--- config.mk ---
export PLATFORM = sky130hd
export DESIGN_NAME = checked_register_bank
export DESIGN_NICKNAME = d
export VERILOG_FILES = /design/src/rtl/crb_pkg.sv /design/src/rtl/crb_ram.sv /design/src/rtl/crb_ctrl.sv /design/src/rtl/checked_register_bank.sv
export SDC_FILE = /design/constraint.sdc
export NUM_CORES = 1
export LEC_CHECK = 0
export ABC_AREA = 0
export BUFFER_PORTS_ARGS = -buffer_cell sky130_fd_sc_hd__buf_4
export CAP_MARGIN = 25
export CORE_UTILIZATION = 62
export DETAILED_ROUTE_END_ITERATION = 10
export PLACE_DENSITY = 0.8
export SYNTH_ARGS = -nofsm -noshare
export SYNTH_HDL_FRONTEND = slang
export SYNTH_SLANG_ARGS = --single-unit
--- constraint.sdc ---
create_clock -name clk -period 4.2 [get_ports clk]
set_clock_uncertainty 0.1 [all_clocks]
set_input_delay 0.42 -clock clk [delete_from_list [all_inputs] [get_ports clk]]
set_output_delay 0.42 -clock clk [all_outputs]
set_load 0.02 [all_outputs]
--- src/rtl/crb_pkg.sv ---
// Shared types, constants and helpers of the checked register bank.
package crb_pkg;

  // Register file geometry
  localparam int REG_W    = 16;
  localparam int NUM_REGS = 16;
  localparam int REG_AW   = 4;

  // Special registers
  localparam logic [REG_AW-1:0] IDX_PC = 4'd11;
  localparam logic [REG_AW-1:0] IDX_SP = 4'd12;
  localparam logic [REG_AW-1:0] IDX_SR = 4'd15;

  // Request codes
  typedef enum logic [2:0] {
    FN_WR_REG  = 3'd0,
    FN_RD_REG  = 3'd1,
    FN_WR_FLAG = 3'd2,
    FN_RD_FLAG = 3'd3,
    FN_RESTART = 3'd4
  } func_t;

  // Result status codes
  typedef enum logic [2:0] {
    ST_OK       = 3'd0,
    ST_NO_REG   = 3'd1,
    ST_SP_CODE  = 3'd2,
    ST_PC_STACK = 3'd3,
    ST_NO_FLAG  = 3'd4
  } status_t;

  // Configuration register indexes
  typedef enum logic [2:0] {
    CFG_CODE_START = 3'd0,
    CFG_CODE_END   = 3'd1,
    CFG_STACK_CHK  = 3'd2,
    CFG_PC_CHK     = 3'd3,
    CFG_STACK_DESC = 3'd4
  } cfg_idx_t;

  // Configuration as seen by the control logic
  typedef struct packed {
    logic [REG_W-1:0] code_start;
    logic [REG_W-1:0] code_end;
    logic             stack_check_enable;
    logic             pc_check_enable;
    logic             stack_descending;
  } cfg_t;

  // v lies between a and b, bounds in either order, ends included
  function automatic logic between_either(input logic [REG_W-1:0] v,
                                          input logic [REG_W-1:0] a,
                                          input logic [REG_W-1:0] b);
    between_either = ((v >= a) && (v <= b)) || ((v <= a) && (v >= b));
  endfunction

endpackage

--- src/rtl/crb_ram.sv ---
// Generic single-port-write, single-port-read RAM with registered read.
module crb_ram #(
  parameter int WIDTH = 16,
  parameter int DEPTH = 16
) (
  input  logic                     clk,
  input  logic                     we,
  input  logic [$clog2(DEPTH)-1:0] waddr,
  input  logic [WIDTH-1:0]         wdata,
  input  logic [$clog2(DEPTH)-1:0] raddr,
  output logic [WIDTH-1:0]         rdata
);

  logic [WIDTH-1:0] mem [DEPTH];
  logic [WIDTH-1:0] rdata_r;

  // Write port and registered read port
  always_ff @(posedge clk) begin
    if (we) begin
      mem[waddr] <= wdata;
    end
    rdata_r <= mem[raddr];
  end

  assign rdata = rdata_r;

endmodule

--- src/rtl/crb_ctrl.sv ---
// Request decode, bound checks, flag vector and result stage of the register bank.
module crb_ctrl #(
  parameter int NUM_FLAGS = 8
) (
  input  logic                              clk,
  input  logic                              rst_n,
  input  crb_pkg::cfg_t                     cfg,
  input  logic                              req,
  input  logic [2:0]                        func,
  input  logic [4:0]                        reg_index,
  input  logic [4:0]                        flag_index,
  input  logic [crb_pkg::REG_W-1:0]         write_value,
  input  logic                              flag_value,
  output logic                              ram_we,
  output logic [crb_pkg::REG_AW-1:0]        ram_waddr,
  output logic [crb_pkg::REG_W-1:0]         ram_wdata,
  output logic [crb_pkg::REG_AW-1:0]        ram_raddr,
  input  logic [crb_pkg::REG_W-1:0]         ram_rdata,
  output logic                              res_strobe,
  output logic [crb_pkg::REG_W-1:0]         res_read_value,
  output logic                              res_flag_out,
  output logic [2:0]                        res_status
);
  import crb_pkg::*;

  // Architectural state beside the RAM
  logic [NUM_REGS-1:0]  valid_r, valid_nxt;
  logic [NUM_FLAGS-1:0] flags_r, flags_nxt;
  logic [REG_W-1:0]     stack_low_r, stack_low_nxt;
  logic [REG_W-1:0]     stack_high_r, stack_high_nxt;

  // Result stage
  logic        strobe_r;
  status_t     status_r, status_nxt;
  logic        flag_out_r, flag_out_nxt;
  logic        rd_sel_r, rd_sel_nxt;
  logic        rd_live_r;

  logic [REG_AW-1:0] idx;
  logic              reg_ok;
  logic              flag_ok;
  logic              gap_wins;
  logic [REG_W-1:0]  restart_sp;

  assign idx     = reg_index[REG_AW-1:0];
  assign reg_ok  = (reg_index < 5'(NUM_REGS));
  assign flag_ok = (flag_index < 5'(NUM_FLAGS));

  // Restart stack placement: larger free gap picks the side
  assign gap_wins = (~cfg.code_end) < cfg.code_start;
  always_comb begin
    if (cfg.stack_descending) begin
      restart_sp = gap_wins ? (cfg.code_start - 16'd1) : 16'hFFFF;
    end else begin
      restart_sp = gap_wins ? 16'd0 : (cfg.code_end + 16'd1);
    end
  end

  // Decode one request
  always_comb begin
    valid_nxt      = valid_r;
    flags_nxt      = flags_r;
    stack_low_nxt  = stack_low_r;
    stack_high_nxt = stack_high_r;
    ram_we         = 1'b0;
    ram_waddr      = idx;
    ram_wdata      = write_value;
    ram_raddr      = idx;
    status_nxt     = ST_OK;
    flag_out_nxt   = 1'b0;
    rd_sel_nxt     = 1'b0;
    if (req) begin
      unique case (func)
        FN_WR_REG: begin
          if (!reg_ok) begin
            status_nxt = ST_NO_REG;
          end else if (idx == IDX_SP) begin
            if (cfg.stack_check_enable &&
                between_either(write_value, cfg.code_start, cfg.code_end)) begin
              status_nxt = ST_SP_CODE;
            end else begin
              ram_we         = 1'b1;
              stack_high_nxt = write_value;
            end
          end else if (idx == IDX_PC) begin
            if (cfg.pc_check_enable &&
                between_either(write_value, stack_low_r, stack_high_r)) begin
              status_nxt = ST_PC_STACK;
            end else begin
              ram_we = 1'b1;
            end
          end else begin
            ram_we = 1'b1;
            if (idx == IDX_SR) begin
              flags_nxt = write_value[NUM_FLAGS-1:0];
            end
          end
          if (ram_we) begin
            valid_nxt[idx] = 1'b1;
          end
        end
        FN_RD_REG: begin
          if (!reg_ok) begin
            status_nxt = ST_NO_REG;
          end else begin
            rd_sel_nxt = 1'b1;
          end
        end
        FN_WR_FLAG: begin
          if (!flag_ok) begin
            status_nxt = ST_NO_FLAG;
          end else begin
            for (int i = 0; i < NUM_FLAGS; i++) begin
              if (flag_index == 5'(i)) begin
                flags_nxt[i] = flag_value;
              end
            end
            // SR is rebuilt from the flags, upper bits clear
            ram_we            = 1'b1;
            ram_waddr         = IDX_SR;
            ram_wdata         = REG_W'(flags_nxt);
            valid_nxt[IDX_SR] = 1'b1;
          end
        end
        FN_RD_FLAG: begin
          if (!flag_ok) begin
            status_nxt = ST_NO_FLAG;
          end else begin
            for (int i = 0; i < NUM_FLAGS; i++) begin
              if (flag_index == 5'(i)) begin
                flag_out_nxt = flags_r[i];
              end
            end
          end
        end
        FN_RESTART: begin
          // Invalid entries read as zero; only SP is written
          valid_nxt         = '0;
          valid_nxt[IDX_SP] = 1'b1;
          ram_we            = 1'b1;
          ram_waddr         = IDX_SP;
          ram_wdata         = restart_sp;
          stack_low_nxt     = restart_sp;
          stack_high_nxt    = restart_sp;
        end
        default: begin
          status_nxt = ST_OK;
        end
      endcase
    end
  end

  // State and result registers
  always_ff @(posedge clk) begin
    if (!rst_n) begin
      valid_r      <= '0;
      flags_r      <= '0;
      stack_low_r  <= '0;
      stack_high_r <= '0;
      strobe_r     <= 1'b0;
    end else begin
      valid_r      <= valid_nxt;
      flags_r      <= flags_nxt;
      stack_low_r  <= stack_low_nxt;
      stack_high_r <= stack_high_nxt;
      strobe_r     <= req;
    end
    status_r   <= status_nxt;
    flag_out_r <= flag_out_nxt;
    rd_sel_r   <= rd_sel_nxt;
    rd_live_r  <= valid_r[idx];
  end

  // RAM data arrives with the result cycle
  assign res_strobe     = strobe_r;
  assign res_read_value = (rd_sel_r && rd_live_r) ? ram_rdata : '0;
  assign res_flag_out   = flag_out_r;
  assign res_status     = status_r;

endmodule

--- src/rtl/checked_register_bank.sv ---
// Top level of the checked register bank: configuration registers, RAM and control.
//
// Channel   Ports                                   Handshake
// request   start, busy, in_*                       taken when start && !busy
// result    out_strobe, out_*                       one cycle, no backpressure
// config    cfg_we, cfg_index, cfg_wdata            taken when cfg_we
//
// Every request yields its result in the cycle after it is taken; a new
// request may be taken every cycle, so busy stays low. The result waits on the
// registered read of the register-file RAM. Reset is synchronous and clears
// the valid bits, flags and stack bounds and resets the configuration; entries not valid
// read as zero, so no clearing pass is run. The receiver cannot stall.
module checked_register_bank #(
  parameter int NUM_FLAGS = 8
) (
  input  logic                       clk,
  input  logic                       rst_n,
  input  logic                       start,
  output logic                       busy,
  input  logic [2:0]                 in_func,
  input  logic [4:0]                 in_reg_index,
  input  logic [4:0]                 in_flag_index,
  input  logic [crb_pkg::REG_W-1:0]  in_write_value,
  input  logic                       in_flag_value,
  output logic                       out_strobe,
  output logic [crb_pkg::REG_W-1:0]  out_read_value,
  output logic                       out_flag_out,
  output logic [2:0]                 out_status,
  input  logic                       cfg_we,
  input  logic [2:0]                 cfg_index,
  input  logic [crb_pkg::REG_W-1:0]  cfg_wdata
);
  import crb_pkg::*;

  cfg_t              cfg_r;
  logic              req;
  logic              ram_we;
  logic [REG_AW-1:0] ram_waddr;
  logic [REG_W-1:0]  ram_wdata;
  logic [REG_AW-1:0] ram_raddr;
  logic [REG_W-1:0]  ram_rdata;

  assign busy = 1'b0;
  assign req  = start && !busy;

  // Configuration registers
  always_ff @(posedge clk) begin
    if (!rst_n) begin
      cfg_r.code_start         <= '0;
      cfg_r.code_end           <= '0;
      cfg_r.stack_check_enable <= 1'b1;
      cfg_r.pc_check_enable    <= 1'b1;
      cfg_r.stack_descending   <= 1'b1;
    end else if (cfg_we) begin
      unique case (cfg_index)
        CFG_CODE_START: cfg_r.code_start         <= cfg_wdata;
        CFG_CODE_END:   cfg_r.code_end           <= cfg_wdata;
        CFG_STACK_CHK:  cfg_r.stack_check_enable <= cfg_wdata[0];
        CFG_PC_CHK:     cfg_r.pc_check_enable    <= cfg_wdata[0];
        CFG_STACK_DESC: cfg_r.stack_descending   <= cfg_wdata[0];
        default: ;
      endcase
    end
  end

  // Register file storage
  crb_ram #(
    .WIDTH (REG_W),
    .DEPTH (NUM_REGS)
  ) u_ram (
    .clk   (clk),
    .we    (ram_we),
    .waddr (ram_waddr),
    .wdata (ram_wdata),
    .raddr (ram_raddr),
    .rdata (ram_rdata)
  );

  // Decode, checks and result stage
  crb_ctrl #(
    .NUM_FLAGS (NUM_FLAGS)
  ) u_ctrl (
    .clk            (clk),
    .rst_n          (rst_n),
    .cfg            (cfg_r),
    .req            (req),
    .func           (in_func),
    .reg_index      (in_reg_index),
    .flag_index     (in_flag_index),
    .write_value    (in_write_value),
    .flag_value     (in_flag_value),
    .ram_we         (ram_we),
    .ram_waddr      (ram_waddr),
    .ram_wdata      (ram_wdata),
    .ram_raddr      (ram_raddr),
    .ram_rdata      (ram_rdata),
    .res_strobe     (out_strobe),
    .res_read_value (out_read_value),
    .res_flag_out   (out_flag_out),
    .res_status     (out_status)
  );

endmodule

==> flow_summary.ini <==
[die]
pin_count = 75
dieArea_um2 = 28400
fp.dieW_um = 168
coreArea_um2 = 27000
die_y_um = 168
row_count = 60
initial_core_util_pct = 63.5

[final_layout]
nNetsFinal = 1505
syn2layout_area_growth_pct = 14.0
final_cell_mix = edfxtp_1, nand2_1, buf_4, dfxtp_1, mux4_2
final_area_um2 = 19600
fin_cells = 1742
drive_above_1_share_pct = 21.5
antenna_cells = 0
final_common_cell = edfxtp_1

[timing]
period_share_pct = 92.6
finalHoldViolCount = 0
rsz0062_at_grt = false
worst_pin_slew_ns = 0.946
clock.fmax_mhz = 257
setup-tns-final_ns = 0
finalCriticalPeriod_ns = 3.89
drv_slew = 0
setup_viol = 0
slew_headroom_pct = 37.0

[cts]
insertion_delay_ns = 0.55
cts_buffers = 38
clkTransAtPathRegs_ns = 0.07
cts_root_buf = clkbuf_16
cts.path.max_buffers = 3
cts_setup_buffers = 0
htreeDepth = 2
cts_tree = yes
cts_sinks = 370

[route]
drt_iter0_markers = 1437
vias_per_cell = 6.58
route.detailed.drc = 0
antenna_left = 0
dr.pass1.iters = 7
num_vias = 11500
wl_um = 44300
wl_per_cell_um = 25.4

[flow_run]
cap_violations = 0

[placed_design]
post-dp-hpwl_um = 28600
place_area_um2 = 18200
io_buffers = 73
dp.cells = 1667
gp_congestion = 0.930

[worst_setup_path]
setup.worst_path.start = cfg_r[8]
crit_end = u_ram.mem[9][3]
worst-path-max-fanout = 16
r2r_end = u_ram.mem[9][3]
ff2ff_path_depth = 11
critical_path_arrival_ns = 4.07
cp.required_ns = 4.38
rr_startpoint = cfg_r[8]
rrSetupSlack_ns = 0.31
critPathKind = flip-flop to flip-flop
crit_path_end_kind = flip-flop
crit_path_start_kind = flip-flop

[logic_synthesis]
synth_cell_types = 74
syn-cell-area_um2 = 17200
syn_area_per_cell_um2 = 13.5
synth_edf_count = 256
synth_top_area_share_pct = 44.8
synth_nets = 1406
synthFlopType = edfxtp_1
async_flop_share_pct = 0
syn_inst = 1272
synth.top_cells.by_area = edfxtp_1, dfxtp_1, mux4_2
yosysTopAreaCell = edfxtp_1
ys_seq_elements = 370
ys_seq_area_share_pct = 58.1
yosysWarnings = 0

[worst_hold_path]
min_from = cfg_wdata[5]
hp-class = primary input to flip-flop

[global_route]
busiest_layer = met2
grtUsageTotal_pct = 32.3
grt_pass1_wl_um = 68000
antenna_found_initial = 0
met3_usage_pct = 4.96
grt_overflow = 0
grtUsageMet1_pct = 39.7
met2_usage_pct = 56.6
grt_max_degree = 69
grt_pass1_vias = 11500

[pwr]
power.density_nw_per_um2 = 416
clockPowerShare_pct = 43.3
p_sw_uw = 1840
pwr-share-comb_pct = 7.9
power.share.sequential_pct = 48.8
p_leak_uw = 0.00705
netSwitchingFraction_pct = 22.7
power.internal_uw = 6300
ir_drop_mv = 0.342

[outcome]
status = completed
## repair_timing
action | CTS | global route
hold buffers | 1 | 0
resized for setup | 0 | 0
endpoints found under the hold margin | 1 | 0
## layout make-up
cell class	count	area (µm²)
timing repair buffer	123	942
fill	1769	7460
inverter	71	267
clock inverter	19	249
tap	341	427
sequential	370	9970
multi-input combinational	767	6660
clock buffer	51	1050
## per-layer routing
metal	vias up	wire length [µm]
met5	-	0
met4	0	1970
li1	5078	-
met1	5664	16300
met3	133	3180
met2	589	22800
## worst max-delay path: stages, from the launching register on
cell	delay, ns
dfxtp_1	0.47
inv_1	0.10
ha_1	0.32
a21o_1	0.18
a21oi_1	0.14
o221ai_1	0.13
a222oi_1	0.37
and2_1	0.56
nand2_1	0.10
a22oi_1	0.39
o221ai_1	0.42
buf_4	0.31
## sequential cells by signal, summed over array words and instances, names as in the netlist
name                 flops
u_ctrl.res_flag_out      1
u_ctrl.stack_low_r      16
cfg_r                   35
u_ctrl.rd_sel_r          1
u_ctrl.res_status        3
u_ram.rdata             16
u_ctrl.valid_r          16
u_ctrl.flags_r           8
u_ctrl.rd_live_r         1
u_ctrl.res_strobe        1
u_ram.mem              256
u_ctrl.stack_high_r     16
## power by group through the flow
stage          sequential [µW]  combinational (µW)  clock [µW]
3_3_place_gp              4050                 605           0
5_1_grt                   3980                 697        3670
3_5_place_dp              4050                 625           0
2_1_floorplan             4050                 403           0
6_report                  3980                 644        3520
4_1_cts                   3980                 634        3550
## worst min path at each step
| stage | cells after the start | end |
|---|---|---|
| detailed placement | 2 | u_ctrl.stack_low_r[2] |
| global placement | 2 | u_ctrl.stack_low_r[9] |
| floorplan | 2 | u_ctrl.valid_r[12] |
| finish | 3 | cfg_r[24] |
| CTS | 3 | cfg_r[24] |
| global route | 3 | cfg_r[24] |
## per-stage QoR
| stage | util, % | power [µW] | setup slack, ns | hold WS (ns) |
|---|---|---|---|---|
| 2_1_floorplan | - | 4450 | 0.806 | 0.319 |
| 3_3_place_gp | 67.4 | 4660 | 0.457 | 0.335 |
| 3_5_place_dp | 67.4 | 4680 | 0.402 | 0.343 |
| 4_1_cts | 72.3 | 8160 | 0.302 | 0.0163 |
| 5_1_grt | 72.4 | 8340 | 0.183 | 0.0313 |
| 6_report | 72.4 | 8140 | 0.312 | 0.0259 |
## cell usage after synthesis (all sizes together) (14+ instances only)
master / count
nor3: 22
edfxtp: 256
nand4: 22
mux4: 86
xnor2: 27
o2111ai: 14
dfxtp: 114
buf: 16
nand2: 161
ha: 81
o21ai: 40
clkbuf: 48
inv: 71
nor2: 17
nand3: 24
and3: 35
a21oi: 80
## kinds of logic (layout without fill, tap and decap cells)
| group | count (synthesis) | count (layout) | synth area share, % |
|---|---|---|---|
| AOI/OAI and AO/OA | 230 | 230 | 9.52 |
| and+or+nand+nor | 327 | 327 | 9.74 |
| buffers and inverters | 135 | 264 | 3.21 |
| adders and majority gates | 81 | 81 | 5.90 |
| xor gates and xnor gates | 30 | 30 | 1.53 |
| muxes | 98 | 98 | 12.0 |
| DFF | 370 | 370 | 58.1 |
| other | 1 | 1 | 0.0218 |
No activity file was read; power rests on OpenSTA's default activity.
